--- src/sv/lcbo_pkg.sv ---
package lcbo_pkg;

  // Default width of the internal byte counter; results are reported on 32 bits.
  localparam int unsigned OFFSET_WIDTH = 32;

  localparam logic [7:0] NEWLINE = 8'h0a;

  typedef enum logic [1:0] {
    ENC_UTF8  = 2'd0,
    ENC_UTF16 = 2'd1,
    ENC_CP    = 2'd2
  } enc_e;

  typedef enum logic [1:0] {
    ST_OK     = 2'd0,
    ST_LINE   = 2'd1,
    ST_COLUMN = 2'd2,
    ST_SPLIT  = 2'd3
  } status_e;

  typedef struct packed {
    logic [7:0]  data_byte;
    logic        first_byte;
    logic        last_byte;
    logic [31:0] target_line;
    logic [31:0] target_column;
  } item_t;

  typedef struct packed {
    logic [31:0] byte_offset;
    status_e     status;
  } res_t;

  // Codepoint length from the leading ones of a lead byte. Counts outside
  // two to four (ASCII, stray continuation, 5+ ones) are one byte.
  function automatic logic [2:0] cp_len(input logic [7:0] b);
    logic [2:0] len;
    case (b) inside
      8'b110?????: len = 3'd2;
      8'b1110????: len = 3'd3;
      8'b11110???: len = 3'd4;
      default:     len = 3'd1;
    endcase
    return len;
  endfunction

endpackage

--- src/sv/lcbo_in_if.sv ---
interface lcbo_in_if;
  logic        valid;
  logic        ready;
  logic [7:0]  data_byte;
  logic        first_byte;
  logic        last_byte;
  logic [31:0] target_line;
  logic [31:0] target_column;

  modport source (output valid, data_byte, first_byte, last_byte, target_line,
                  target_column, input ready);
  modport sink (input valid, data_byte, first_byte, last_byte, target_line,
                target_column, output ready);
endinterface

--- src/sv/lcbo_out_if.sv ---
interface lcbo_out_if;
  logic        valid;
  logic        ready;
  logic [31:0] byte_offset;
  logic [1:0]  status;

  modport source (output valid, byte_offset, status, input ready);
  modport sink (input valid, byte_offset, status, output ready);
endinterface

--- src/sv/lcbo_walk.sv ---
module lcbo_walk
  import lcbo_pkg::*;
#(
  parameter int unsigned OffsetWidth = OFFSET_WIDTH
) (
  input  logic  clk_i,
  input  logic  rst_ni,
  input  logic  fire_i,
  input  item_t item_i,
  input  enc_e  enc_i,
  output logic  res_vld_o,
  output res_t  res_o
);

  typedef enum logic [1:0] {
    PH_IDLE,
    PH_LINES,
    PH_COLUMN
  } phase_e;

  phase_e                 phase_q, phase_d;
  logic [31:0]            lines_q, lines_d;
  logic [31:0]            units_q, units_d;
  logic [OffsetWidth-1:0] pos_q, pos_d;
  logic [1:0]             skip_q, skip_d;

  logic [OffsetWidth-1:0] cur_pos, nxt_pos, off;
  logic [31:0]            lines_dec, u16;
  logic [2:0]             len;
  logic                   give;
  status_e                st;

  assign len = cp_len(item_i.data_byte);

  always_comb begin
    phase_d = phase_q;
    lines_d = lines_q;
    units_d = units_q;
    pos_d   = pos_q;
    skip_d  = skip_q;
    give    = 1'b0;
    off     = '0;
    st      = ST_OK;
    cur_pos = '0;
    nxt_pos = '0;
    lines_dec = '0;
    u16     = 32'd1;

    if (item_i.first_byte) begin
      lines_d = item_i.target_line;
      units_d = item_i.target_column;
      pos_d   = '0;
      skip_d  = '0;
      phase_d = (item_i.target_line != '0) ? PH_LINES : PH_COLUMN;
    end

    if (item_i.first_byte && item_i.target_line == '0 && item_i.target_column == '0) begin
      // column zero of line zero: offset zero at once
      give  = 1'b1;
      pos_d = OffsetWidth'(1);
    end else if (phase_d != PH_IDLE) begin
      cur_pos = pos_d;
      nxt_pos = cur_pos + OffsetWidth'(1);
      pos_d   = nxt_pos;
      lines_dec = lines_d - 32'd1;
      if (phase_d == PH_LINES) begin
        if (item_i.data_byte == NEWLINE && lines_dec == '0) begin
          lines_d = lines_dec;
          phase_d = PH_COLUMN;
          if (units_d == '0) begin
            give = 1'b1;
            off  = nxt_pos;
          end else if (item_i.last_byte) begin
            give = 1'b1;
            off  = nxt_pos;
            st   = ST_COLUMN;
          end
        end else begin
          if (item_i.data_byte == NEWLINE) begin
            lines_d = lines_dec;
          end
          if (item_i.last_byte) begin
            give = 1'b1;
            off  = nxt_pos;
            st   = ST_LINE;
          end
        end
      end else begin
        if (item_i.data_byte == NEWLINE) begin
          give = 1'b1;
          off  = cur_pos;
          st   = ST_COLUMN;
        end else if (skip_d != '0) begin
          skip_d = skip_d - 2'd1;
        end else if (enc_i == ENC_UTF8) begin
          units_d = units_d - 32'd1;
          if (units_d == '0) begin
            give = 1'b1;
            off  = nxt_pos;
          end
        end else begin
          if (enc_i == ENC_UTF16 && len == 3'd4) begin
            u16 = 32'd2;
          end
          if (units_d < u16) begin
            // one UTF-16 unit left but a surrogate pair comes
            give = 1'b1;
            off  = cur_pos;
            st   = ST_SPLIT;
          end else begin
            units_d = units_d - u16;
            skip_d  = 2'(len - 3'd1);
            if (units_d == '0) begin
              give = 1'b1;
              off  = cur_pos + OffsetWidth'(len);
            end
          end
        end
        if (!give && item_i.last_byte) begin
          give = 1'b1;
          off  = nxt_pos;
          st   = ST_COLUMN;
        end
      end
    end

    if (give) begin
      phase_d = PH_IDLE;
    end
  end

  always_ff @(posedge clk_i or negedge rst_ni) begin
    if (!rst_ni) begin
      phase_q <= PH_IDLE;
      lines_q <= '0;
      units_q <= '0;
      pos_q   <= '0;
      skip_q  <= '0;
    end else if (fire_i) begin
      phase_q <= phase_d;
      lines_q <= lines_d;
      units_q <= units_d;
      pos_q   <= pos_d;
      skip_q  <= skip_d;
    end
  end

  assign res_vld_o         = give;
  assign res_o.byte_offset = 32'(off);
  assign res_o.status      = st;

endmodule

--- src/sv/line_column_to_byte_offset.sv ---
// line_column_to_byte_offset
// Finds the byte offset of an editor position (line, column) in a UTF-8 text.
// req_i carries the text one byte per request; the request with first_byte set
// also carries target_line and target_column, and last_byte marks the end.
// rsp_o returns at most one result per text: byte_offset and a status
// (ok, line past end, column past end of line, column splits a surrogate pair).
// cfg_we_i/cfg_wdata_i write the column unit: UTF-8 bytes, UTF-16 units or
// codepoints (code 3 acts as codepoints). Write it only while the block is idle.
// Throughput: one byte per cycle while rsp_o is not stalled. A request is latched
// in the input register at the edge that takes it, the walker evaluates it in
// the following cycle and its result lands in the output register once that
// register can take it; from then on the result is valid on rsp_o.
// A stalled rsp_o holding a result freezes the walker: the byte in the input
// register waits and req_i is held off until the result is taken.
// Reset: no text in progress, column unit UTF-16, both channels empty.
module line_column_to_byte_offset
  import lcbo_pkg::*;
#(
  parameter int unsigned OffsetWidth = OFFSET_WIDTH
) (
  input  logic             clk_i,
  input  logic             rst_ni,
  lcbo_in_if.sink          req_i,
  lcbo_out_if.source       rsp_o,
  input  logic             cfg_we_i,
  input  logic [1:0]       cfg_wdata_i
);

  enc_e  enc_q;
  item_t item_q;
  logic  in_vld_q;
  res_t  res_q;
  logic  out_vld_q;

  logic  fire;
  logic  walk_vld;
  res_t  walk_res;

  // walker advances when the output register can take a result
  assign fire      = in_vld_q && (!out_vld_q || rsp_o.ready);
  assign req_i.ready = !in_vld_q || fire;

  always_ff @(posedge clk_i or negedge rst_ni) begin
    if (!rst_ni) begin
      enc_q <= ENC_UTF16;
    end else if (cfg_we_i) begin
      enc_q <= enc_e'(cfg_wdata_i);
    end
  end

  // input register
  always_ff @(posedge clk_i or negedge rst_ni) begin
    if (!rst_ni) begin
      in_vld_q <= 1'b0;
    end else if (req_i.ready) begin
      in_vld_q <= req_i.valid;
    end
  end

  always_ff @(posedge clk_i) begin
    if (req_i.valid && req_i.ready) begin
      item_q.data_byte     <= req_i.data_byte;
      item_q.first_byte    <= req_i.first_byte;
      item_q.last_byte     <= req_i.last_byte;
      item_q.target_line   <= req_i.target_line;
      item_q.target_column <= req_i.target_column;
    end
  end

  lcbo_walk #(
    .OffsetWidth(OffsetWidth)
  ) u_walk (
    .clk_i    (clk_i),
    .rst_ni   (rst_ni),
    .fire_i   (fire),
    .item_i   (item_q),
    .enc_i    (enc_q),
    .res_vld_o(walk_vld),
    .res_o    (walk_res)
  );

  // output register
  always_ff @(posedge clk_i or negedge rst_ni) begin
    if (!rst_ni) begin
      out_vld_q <= 1'b0;
    end else if (fire && walk_vld) begin
      out_vld_q <= 1'b1;
    end else if (rsp_o.ready) begin
      out_vld_q <= 1'b0;
    end
  end

  always_ff @(posedge clk_i) begin
    if (fire && walk_vld) begin
      res_q <= walk_res;
    end
  end

  assign rsp_o.valid       = out_vld_q;
  assign rsp_o.byte_offset = res_q.byte_offset;
  assign rsp_o.status      = res_q.status;

  // a result only appears after the walker stepped
  a_rise_after_fire: assert property (@(posedge clk_i) disable iff (!rst_ni)
    $rose(out_vld_q) |-> $past(fire))
    else $error("result appeared without a walker step");

  // a latched byte waiting on a stall is neither lost nor changed
  a_hold_input: assert property (@(posedge clk_i) disable iff (!rst_ni)
    (in_vld_q && !fire) |=> (in_vld_q && $stable(item_q)))
    else $error("waiting byte dropped or changed");

  // line zero, column zero answers offset zero, ok
  a_origin: assert property (@(posedge clk_i) disable iff (!rst_ni)
    (fire && item_q.first_byte && item_q.target_line == '0 &&
     item_q.target_column == '0)
    |=> (out_vld_q && res_q.byte_offset == '0 && res_q.status == ST_OK))
    else $error("origin request gave a wrong result");

endmodule
--- src/flat_wrapper.sv ---
// flat-port wrapper written by rule: the top's interface ports become plain ports
module line_column_to_byte_offset_flat import lcbo_pkg::*;
#(
  parameter int unsigned OffsetWidth = OFFSET_WIDTH
)
  (clk_i, rst_ni, cfg_we_i, cfg_wdata_i, req_i_valid, req_i_data_byte, req_i_first_byte, req_i_last_byte, req_i_target_line, req_i_target_column, req_i_ready, rsp_o_valid, rsp_o_byte_offset, rsp_o_status, rsp_o_ready);
  lcbo_in_if req_i_i ();
  lcbo_out_if rsp_o_i ();
  input  logic clk_i;
  input  logic rst_ni;
  input  logic cfg_we_i;
  input  logic [1:0] cfg_wdata_i;
  input wire logic [$bits(req_i_i.valid)-1:0] req_i_valid;
  input wire logic [$bits(req_i_i.data_byte)-1:0] req_i_data_byte;
  input wire logic [$bits(req_i_i.first_byte)-1:0] req_i_first_byte;
  input wire logic [$bits(req_i_i.last_byte)-1:0] req_i_last_byte;
  input wire logic [$bits(req_i_i.target_line)-1:0] req_i_target_line;
  input wire logic [$bits(req_i_i.target_column)-1:0] req_i_target_column;
  output wire logic [$bits(req_i_i.ready)-1:0] req_i_ready;
  output wire logic [$bits(rsp_o_i.valid)-1:0] rsp_o_valid;
  output wire logic [$bits(rsp_o_i.byte_offset)-1:0] rsp_o_byte_offset;
  output wire logic [$bits(rsp_o_i.status)-1:0] rsp_o_status;
  input wire logic [$bits(rsp_o_i.ready)-1:0] rsp_o_ready;
  assign req_i_i.valid = req_i_valid;
  assign req_i_i.data_byte = req_i_data_byte;
  assign req_i_i.first_byte = req_i_first_byte;
  assign req_i_i.last_byte = req_i_last_byte;
  assign req_i_i.target_line = req_i_target_line;
  assign req_i_i.target_column = req_i_target_column;
  assign req_i_ready = req_i_i.ready;
  assign rsp_o_valid = rsp_o_i.valid;
  assign rsp_o_byte_offset = rsp_o_i.byte_offset;
  assign rsp_o_status = rsp_o_i.status;
  assign rsp_o_i.ready = rsp_o_ready;
  line_column_to_byte_offset #(.OffsetWidth(OffsetWidth)) u_core (.clk_i(clk_i), .rst_ni(rst_ni), .req_i(req_i_i), .rsp_o(rsp_o_i), .cfg_we_i(cfg_we_i), .cfg_wdata_i(cfg_wdata_i));
endmodule
--- config.mk ---
export PLATFORM = sky130hd
export DESIGN_NAME = line_column_to_byte_offset_flat
export DESIGN_NICKNAME = d
export VERILOG_FILES = /design/src/sv/lcbo_pkg.sv /design/src/sv/lcbo_in_if.sv /design/src/sv/lcbo_out_if.sv /design/src/sv/lcbo_walk.sv /design/src/sv/line_column_to_byte_offset.sv /design/src/flat_wrapper.sv
export SDC_FILE = /design/constraint.sdc
export NUM_CORES = 1
export LEC_CHECK = 0
export ABC_AREA = 1
export BUFFER_PORTS_ARGS = -buffer_cell sky130_fd_sc_hd__clkbuf_2
export CAP_MARGIN = 30
export CORE_MARGIN = 5
export CORE_UTILIZATION = 56
export CTS_CLUSTER_DIAMETER = 30
export DETAILED_ROUTE_END_ITERATION = 10
export GPL_TIMING_DRIVEN = 1
export PLACE_DENSITY = 0.78
export SLEW_MARGIN = 30
export SYNTH_ARGS = -nofsm -noshare
export SYNTH_HDL_FRONTEND = slang
export SYNTH_SLANG_ARGS = --single-unit
--- constraint.sdc ---
create_clock -name clk_i -period 4.65 [get_ports clk_i]
set_clock_uncertainty 0.05 [all_clocks]
set_input_delay 0.2325 -clock clk_i [delete_from_list [all_inputs] [get_ports clk_i]]
set_output_delay 0.2325 -clock clk_i [all_outputs]
set_load 0.01 [all_outputs]
* Word level (Yosys, flattened, before mapping)
Index checks and enable logic that the tools add are counted.
** Storage, ports and cells
- Flip-flop bits (word level) :: 212
** Cells by class
- Add/subtract/negate cells :: 7
- Magnitude comparators :: 1
- Equal/unequal tests :: 7
- Muxes and demuxes :: 81
- Bitwise operators :: 1
- Reductions and logical operators :: 25
** Operators with widths (count)
- two-way mux 32 bit :: 34
- zero test 32 bit :: 6
- subtractor 32 x 1 -> 32 bit (second input constant) :: 2
- two-way mux 2 bit :: 25
- adder 32 x 1 -> 32 bit (second input constant) :: 1
- adder 32 x 3 -> 32 bit :: 1
- < comparator 32 bit :: 1
- nonzero test 32 bit :: 1
- subtractor 32 bit :: 1
- two-way mux 1 bit :: 19
- two-way mux 3 bit :: 3
- == test 8 x 4 -> 1 bit (second input constant) :: 1
- logical AND 1 bit :: 8
- == test 3 bit (second input constant) :: 2
- nonzero test 2 bit :: 3
- == test 5 bit (second input constant) :: 1
- == test 2 x 1 -> 1 bit (second input constant) :: 2
- == test 4 bit (second input constant) :: 1
- subtractor 2 x 1 -> 2 bit (second input constant) :: 2
- zero test 1 bit :: 3
- zero test 2 bit :: 1
- logical OR 1 bit :: 2
- OR reduction 2 bit :: 1
- inverter 1 bit :: 1

* Logic depth before layout (Yosys ltp)
Gate-level depths: netlist (run 1).
- Depth in word-level cells :: 31
- Mapped depth :: 29

* Modules after synthesis
Synthesis (run 1) repeated with hierarchy kept, for this count alone.
** Second synthesis, totals
- Cells, all modules :: 2347
- Area total of the unflattened synthesis :: 16071.7 um2
** Modules (own cells, without submodules)
- lcbo_walk :: instances 1, cells an instance 2216, area each 12643.4 um2, sequential area each 2502.4 um2
- line_column_to_byte_offset :: instances 1, cells an instance 131, area each 3428.3 um2, sequential area each 3344.5 um2

* Worst setup path after synthesis (run 1)
No wires, ideal clock.
- Kind :: register -> register
- From :: register u_core.item_q[72] (netlist bit)
- To :: register u_core.res_q (netlist bit u_core.rsp_o.byte_offset[0]) (enable)
- Library setup time :: 0.389 ns
- Arrival time :: 4.076 ns
- Slack :: 0.135 ns
- Cell stages (with the launch flop) :: 25
- Path buffers :: 0
- Path through :: edfxtp_1 nand2_1 nor3_1 a21oi_1 inv_1 ha_1 nand4_1 ha_1 fa_1 inv_1 nor2_1 nand3_1 xor2_1 nand3_1 nor2_1 nand2_1 nor2_1 nand3_1 nand2_2 nand3_4 nand4_1 nand3_1 nand2_1 nand2_1 inv_1
** Between the ends
- Word-level cells in the longest chain between the ends :: 30
** Ends and longest elaborated chain
- start: declaration :: RTL line line_column_to_byte_offset.sv:30 : item_t item_q;
- == test 5 bit :: RTL line lcbo_walk.sv:33 : assign len = cp_len(item_i.data_byte);
- two-way mux 3 bit (3 in a row) :: RTL line lcbo_pkg.sv:38 : case (b) inside
- == test 3 bit :: RTL line lcbo_walk.sv:102 : if (enc_i == ENC_UTF16 && len == 3'd4) begin
- logical AND 1 bit :: RTL line lcbo_walk.sv:102
- two-way mux 2 bit :: RTL line lcbo_walk.sv:102
- two-way mux 32 bit :: RTL line lcbo_walk.sv:95 : end else if (enc_i == ENC_UTF8) begin
- two-way mux 32 bit :: RTL line lcbo_walk.sv:93 : end else if (skip_d != '0) begin
- two-way mux 32 bit :: RTL line lcbo_walk.sv:89 : if (item_i.data_byte == NEWLINE) begin
- [12 not listed]
- two-way mux 1 bit :: RTL line lcbo_walk.sv:57 : if (item_i.first_byte && item_i.target_line == '0 && item_i.target_column == '0) begin
- zero test 1 bit :: RTL line lcbo_walk.sv:119 : if (!give && item_i.last_byte) begin
- logical AND 1 bit :: RTL line lcbo_walk.sv:119
- two-way mux 1 bit :: RTL line lcbo_walk.sv:119
- two-way mux 1 bit * :: RTL line lcbo_walk.sv:66 : if (phase_d == PH_LINES) begin
- two-way mux 1 bit * :: RTL line lcbo_walk.sv:61 : end else if (phase_d != PH_IDLE) begin
- two-way mux 1 bit * :: RTL line lcbo_walk.sv:57
- logical AND 1 bit * :: RTL line line_column_to_byte_offset.sv:94 : if (fire && walk_vld) begin
- end signal: assignment :: RTL line line_column_to_byte_offset.sv:95 : res_q <= walk_res;
- end: declaration :: RTL line line_column_to_byte_offset.sv:32 : res_t res_q;
Every way passes the cells marked *; elsewhere a longest branch is shown, timed or not. The select of a mux whose other input is x is not followed.
A chain may end at the register's enable or synchronous reset.

* Worst setup path after layout (run 1)
- From :: register u_core.item_q[65] (netlist bit)
- To :: register u_core.res_q (netlist bit u_core.rsp_o.byte_offset[13]) (enable)
** Between the ends
- Word-level cells in the longest chain between the ends :: 18
** Ends and longest elaborated chain
- two-way mux 32 bit :: RTL line lcbo_walk.sv:49 : if (item_i.first_byte) begin
- subtractor 32 bit :: RTL line lcbo_walk.sv:111 : units_d = units_d - u16;
- zero test 32 bit :: RTL line lcbo_walk.sv:113 : if (units_d == '0) begin
- two-way mux 1 bit :: RTL line lcbo_walk.sv:113
- two-way mux 1 bit :: RTL line lcbo_walk.sv:105 : if (units_d < u16) begin
- two-way mux 1 bit :: RTL line lcbo_walk.sv:95
- two-way mux 1 bit :: RTL line lcbo_walk.sv:93
- two-way mux 1 bit :: RTL line lcbo_walk.sv:89
- [2 not listed]
- two-way mux 1 bit :: RTL line lcbo_walk.sv:57
- zero test 1 bit :: RTL line lcbo_walk.sv:119
- logical AND 1 bit :: RTL line lcbo_walk.sv:119
- two-way mux 1 bit :: RTL line lcbo_walk.sv:119
- two-way mux 1 bit :: RTL line lcbo_walk.sv:66
- two-way mux 1 bit :: RTL line lcbo_walk.sv:61
- two-way mux 1 bit * :: RTL line lcbo_walk.sv:57
- logical AND 1 bit * :: RTL line line_column_to_byte_offset.sv:94
Marked as above.

==> impl_metrics.json, run 1 <==
{
  "rows": 63,
  "ys_warn_count": 0,
  "path_clk_slew_ps": 50,
  "worstSetupEndpointType": "flop",
  "cp-start-kind": "flop",
  "avgSynthCellArea_um2": 6.78,
  "finalCritPeriodShare_pct": 96.1,
  "cp.arrival_ps": 4710,
  "numCtsBuffers": 55,
  "final_common_cell": "nand2_1",
  "synth.net_count": 2576,
  "crit_path_cell_trace": "inv_6, buf_12, nand2_1, nand2_1, nand2_1, nor2_1, nand2_1, nor2_1, nand3_1, nand2_1, nand2_1, nor2_1, nand2_1, nor2_2, nand2_2, nand2_4, nand3_4, nand4_1, nand3_1, nand2_1, nand2_2, clkinv_4, clkbuf_16",
  "dr.pass1.iters": 6,
  "grt_use_total_pct": 37.0,
  "clk_latency_ps": 590,
  "drc": 0,
  "power_density_nw_per_um2": 491,
  "placed_area_um2": 17800,
  "timing.fmax_ghz": 0.224,
  "wl_mm": 64.1,
  "grt_max_degree": 87,
  "io_buffers": 116,
  "ios": 117,
  "setup_slack_ps": 181,
  "slowest_delay_ps": 580,
  "die-height_um": 183,
  "fin_crit_ps": 4470,
  "coreArea_um2": 29600,
  "ant_nets": 0,
  "grt_pass1_wl_mm": 98.7,
  "synthCells": 2481,
  "clk_path_buf_depth": 3,
  "drive_above_1_share_pct": 15.7,
  "ys_seq_area_share_pct": 34.7,
  "critPathSlowestCell": "edfxtp_1",
  "path_max_fanout": 52,
  "die_area_um2": 33600,
  "dp_hpwl_mm": 42.8,
  "maxSlewViolCount": 0,
  "cts_sinks": 212,
  "routedWlPerCell_um": 20.4,
  "ys_types": 58,
  "fin_setup_tns_ps": 0,
  "status": "complete, no violations",
  "crit_required_ps": 4890,
  "vias_per_cell": 6.01,
  "hp-class": "in -> async",
  "hold_viol_final": 0,
  "critPathMostFrequentCell": "nand2_1",
  "worst_pin_slew_ps": 999,
  "final_cell_area_um2": 20800,
  "ir_worst_vdd_mv": 0.425,
  "path_class": "reg -> reg",
  "grt_pass1_vias": 18100,
  "root_buffer": "clkbuf_16",
  "setup_viol": 0,
  "htreeDepth": 2,
  "n_antenna_cell": 0,
  "overflow": 0,
  "die_width_um": 183,
  "ys_ff_latch": 212,
  "layout_common_cells": "770 x nand2_1, 281 x inv_1, 246 x nor2_1",
  "vias": 18800,
  "syn_to_final_growth_pct": 23.5,
  "synth_area_um2": 16800,
  "floorplan.initialDensity_pct": 56.8,
  "cts_tree": "built",
  "antenna_found_initial": 1,
  "nets": 2797,
  "p_leak_nw": 9.38,
  "drv_cap": 0,
  "drt_iter0_drc": 2210,
  "place.gp.congestion": 1.00,
  "slew_headroom_pct": 33.2,
  "place_ws_ps": -54.8
}
[through the flow]
stage,power [mW],cells,hold slack [ps],util [%]
final,10.2,3138,171,70.1
after global routing,10.7,3138,230,70.1
after CTS,9.97,3132,282,69.4
after detailed placement,6.01,2945,361,60.1
after global placement,5.93,2945,359,60.1
after floorplan,5.01,2481,-113,-
[per-layer routing]
| metal | GRT usage (%) | share of wire (%) |
|---|---|---|
| met5 | 0 | 0.020 |
| met4 | 15.9 | 4.1 |
| met3 | 8.21 | 11 |
| met2 | 58.9 | 45 |
| met1 | 49.0 | 40 |
[critical path: cells and delay by family, from the launching register on]
kind	cells	cell delay (ps)
AND/OR/NAND/NOR	19	2730
buffers and inverters	4	780
flip-flops	1	580
[final timing paths]
| path | cells after the start | from | slack, ps | endpoint |
|---|---|---|---|---|
| worst max-delay path | 23 | u_core.item_q[65] | 180 | u_core.rsp_o.byte_offset[13] |
| worst min-delay path | 2 | rst_ni | 170 | u_core.u_walk.units_q[22] |
| worst max register to register | 23 | u_core.item_q[65] | 180 | u_core.rsp_o.byte_offset[13] |
| worst min register to register | 2 | u_core.u_walk.units_q[30] | 450 | u_core.u_walk.units_q[30] |
| max in group asynchronous | 3 | rst_ni | 3500 | u_core.u_walk.lines_q[21] |
| min in group clk_i | 2 | req_i_target_line[17] | 310 | u_core.item_q[49] |
[registers in the layout, summed over array words and instances, names as in the netlist, 32 cells and up]
name	count
u_core.rsp_o.byte_offset	32
u_core.u_walk.lines_q	32
u_core.u_walk.units_q	32
u_core.item_q	74
u_core.u_walk.pos_q	32
[logic make-up after synthesis]
logic type / count (synthesis) / synth area share [%]
buffers and inverters: 402 / 10.2
xor gates and xnor gates: 79 / 4.16
AOI/OAI and AO/OA: 398 / 13.9
and+or+nand+nor: 1374 / 35.7
DFF: 212 / 34.7
adders and majority gates: 14 / 1.13
muxes: 2 / 0.126
[cells in the mapped netlist, drive strengths merged]
cell | instances | share of area, %
a211oi | 1 | 0.045
a21oi | 154 | 4.6
a221oi | 30 | 1.6
a22o | 8 | 0.42
a22oi | 14 | 0.62
a31oi | 7 | 0.26
and2 | 3 | 0.11
buf | 47 | 2.3
clkbuf | 54 | 1.2
clkinv | 2 | 0.045
dfrtp | 103 | 15
dfstp | 1 | 0.16
edfxtp | 108 | 19
fa | 2 | 0.24
ha | 12 | 0.89
inv | 299 | 6.7
mux2 | 1 | 0.067
mux2i | 1 | 0.059
nand2 | 800 | 18
nand3 | 161 | 5.3
nand3b | 3 | 0.13
nand4 | 53 | 2.0
nor2 | 300 | 7.8
nor3 | 23 | 0.89
nor4 | 20 | 0.78
o2111ai | 2 | 0.10
o211ai | 3 | 0.13
o21ai | 146 | 4.9
o21bai | 2 | 0.089
o22a | 1 | 0.052
o22ai | 30 | 1.1
or2 | 9 | 0.33
or3 | 1 | 0.037
or4 | 1 | 0.045
xnor2 | 7 | 0.36
xor2 | 72 | 3.8
[power by group]
part | switching (mW) | leakage (nW) | internal [mW]
Combinational | 2.46 | 6.13 | 1.09
Clock | 1.26 | 0.938 | 2.63
Sequential | 0.271 | 2.32 | 2.49
Total | 4.00 | 9.38 | 6.21
[cell type report]
type	count	area, µm²
timing repair buffer	265	2010
tap	390	488
clock inverter	31	307
clock buffer	72	1600
fill	2376	8860
inverter	301	1140
multi-input combinational	1867	9390
sequential	212	5850
[what timing repair did]
item | in CTS | in global routing
resized for setup | 3 | 30
pin swaps | 0 | 10
gates cloned | 0 | 3
buffers inserted | 0 | 3
hold buffers | 84 | 0
endpoints found under the hold margin | 140 | 0
setup endpoints to repair | 34 | 67
(Power assumes the default switching activity.)
==> run 2: changes to the inputs <==
--- a/config.mk
+++ b/config.mk
@@ -9,11 +9,11 @@
 export BUFFER_PORTS_ARGS = -buffer_cell sky130_fd_sc_hd__clkbuf_2
 export CAP_MARGIN = 30
 export CORE_MARGIN = 5
-export CORE_UTILIZATION = 56
+export CORE_UTILIZATION = 45
 export CTS_CLUSTER_DIAMETER = 30
 export DETAILED_ROUTE_END_ITERATION = 10
 export GPL_TIMING_DRIVEN = 1
-export PLACE_DENSITY = 0.78
+export PLACE_DENSITY = 0.62
 export SLEW_MARGIN = 30
 export SYNTH_ARGS = -nofsm -noshare
 export SYNTH_HDL_FRONTEND = slang
==> constraint.sdc (replaced) <==
create_clock -name clk_i -period 4.13 [get_ports clk_i]
set_clock_uncertainty 0.05 [all_clocks]
set_input_delay 0.2065 -clock clk_i [delete_from_list [all_inputs] [get_ports clk_i]]
set_output_delay 0.2065 -clock clk_i [all_outputs]
set_load 0.01 [all_outputs]
==> run 2 against run 1 <==
  * Total power up 15%
  * Hold slack better by 20 ps
  * The run now ends with negative setup slack left
  * Largest power group unchanged
  * Sequential share of layout area down 1.9 points
  * Clock power up 13%
  * Critical path type unchanged
  * Fmax up 4.7%
==> impl_metrics.json, run 2 (same netlist as run 1, synthesis figures left out) <==
{
  "floorplan.initialDensity_pct": 45.7,
  "fin_setup_tns_ps": -4680,
  "cp-start-kind": "flop",
  "clk_latency_ps": 610,
  "dp_hpwl_mm": 45.7,
  "ant_nets": 0,
  "rows": 70,
  "overflow": 0,
  "setup_viol": 51,
  "timing.fmax_ghz": 0.234,
  "final_cell_area_um2": 22300,
  "setup_slack_ps": -137,
  "met1Wirelength_mm": 27.8,
  "die_area_um2": 41400,
  "hp-class": "in -> async",
  "grt_max_degree": 85,
  "nets": 2917,
  "vias": 18400,
  "drc": 0,
  "drt_iter0_drc": 1558,
  "htreeDepth": 2,
  "power_switching_mw": 4.49,
  "wl_mm": 63.2,
  "io_buffers": 116,
  "largest-register": "u_core.item_q",
  "antenna_found_initial": 1,
  "grt_pass1_wl_mm": 98.8,
  "critPathSlowestCell": "fa_2",
  "path_clk_slew_ps": 50,
  "crit_required_ps": 4370,
  "status": "finished with violations",
  "p_int_mw": 7.29,
  "slew_headroom_pct": 45.7,
  "pwr-share-seq_pct": 26.1,
  "vias_per_cell": 5.51,
  "place.gp.congestion": 0.974,
  "cp.arrival_ps": 4510,
  "place_ws_ps": -318,
  "slowest_delay_ps": 530,
  "routedWlPerCell_um": 18.9,
  "top_layer": "met5",
  "violations": "negative setup slack",
  "ios": 117,
  "final_common_cell": "nand2_1",
  "root_buffer": "clkbuf_16",
  "clk_path_buf_depth": 3,
  "wl_met3_mm": 4.76,
  "fin_crit_ps": 4270,
  "crit_family": "simple AND/OR/NAND/NOR gates",
  "critPathMostFrequentCell": "nand2_1",
  "maxSlewViolCount": 0,
  "die_width_um": 203,
  "layout_common_cells": "764 x nand2_1, 282 x inv_1, 239 x nor2_1",
  "grt_pass1_vias": 18000,
  "worstSetupEndpointType": "flop",
  "drive_above_1_share_pct": 21.1,
  "p_leak_nw": 10.1,
  "hold_viol_final": 0,
  "dr_wl_met2_mm": 28.6,
  "grt_use_total_pct": 30.0,
  "power_density_nw_per_um2": 529,
  "cts_tree": "built",
  "critPathBufInv": 5,
  "coreArea_um2": 36800,
  "syn_to_final_growth_pct": 32.3,
  "worst_pin_slew_ps": 814,
  "clkPwrFrac_pct": 37.4,
  "die-height_um": 203,
  "rsz0062_at_grt": "yes",
  "power_switching_share_pct": 38.2,
  "path_class": "reg -> reg",
  "n_antenna_cell": 0,
  "dr.pass1.iters": 8,
  "placed_area_um2": 18800,
  "path_max_fanout": 10,
  "ir_worst_vdd_mv": 0.401,
  "combPwrFrac_pct": 36.4,
  "numCtsBuffers": 57,
  "largest_reg_flops": 74,
  "finalCritPeriodShare_pct": 103,
  "drv_cap": 0,
  "cts_sinks": 212
}
==> run 2: worst paths after layout <==
| kind | from | to | slack (ps) | cells past startpoint |
|---|---|---|---|---|
| worst max-delay path | u_core.item_q[71] | u_core.rsp_o.byte_offset[14] | -140 | 28 |
| worst min-delay path | rst_ni | u_core.u_walk.units_q[23] | 190 | 2 |
| worst max register to register | u_core.item_q[71] | u_core.rsp_o.byte_offset[14] | -140 | 28 |
| worst min register to register | u_core.u_walk.lines_q[8] | u_core.u_walk.lines_q[8] | 450 | 1 |
| max in group asynchronous | rst_ni | u_core.enc_q[0] | 2850 | 3 |
| min in group clk_i | req_i_target_line[8] | u_core.item_q[40] | 270 | 2 |
==> run 2: layer usage <==
metal	vias to the layer above	track usage [%]
li1	8853	-
met1	8618	41.8
met2	781	48.2
met3	146	4.40
met4	2	9.90
met5	-	0
==> run 2: final cells by class <==
class                   count  area [µm²]
clock buffers              72        1510
flip-flops and latches    212        5850
multi-input cells        1867        9660
repair buffers            383        3070
well taps                 468         586
clock inverters            36         437
inverters                 301        1150
fillers                  3438       14500
==> run 2: stage by stage <==
| stage | std cells | power [mW] | util, % | hold slack [ps] |
|---|---|---|---|---|
| 6_report | 3339 | 11.8 | 60.5 | 191 |
| 2_1_floorplan | 2481 | 5.64 | - | -139 |
| 5_1_grt | 3339 | 12.5 | 60.5 | 255 |
| 3_3_place_gp | 3123 | 6.98 | 51.1 | 298 |
| 3_5_place_dp | 3123 | 7.03 | 51.1 | 294 |
| 4_1_cts | 3334 | 11.7 | 59.5 | 208 |
==> run 2: power by group through the flow <==
stage | combinational, mW | sequential (mW) | clock (mW)
6_report | 4.29 | 3.08 | 4.41
5_1_grt | 4.73 | 3.12 | 4.60
4_1_cts | 4.13 | 3.07 | 4.46
3_5_place_dp | 3.93 | 3.09 | 0
3_3_place_gp | 3.90 | 3.08 | 0
2_1_floorplan | 2.60 | 3.04 | 0
==> run 2: timing repair <==
item,in CTS,in global routing
resized for setup,29,85
pin swaps,2,22
hold buffers,84,0
endpoints found under the setup margin,78,77
hold endpoints to repair,128,0
buffers inserted,18,6
cloned,1,1
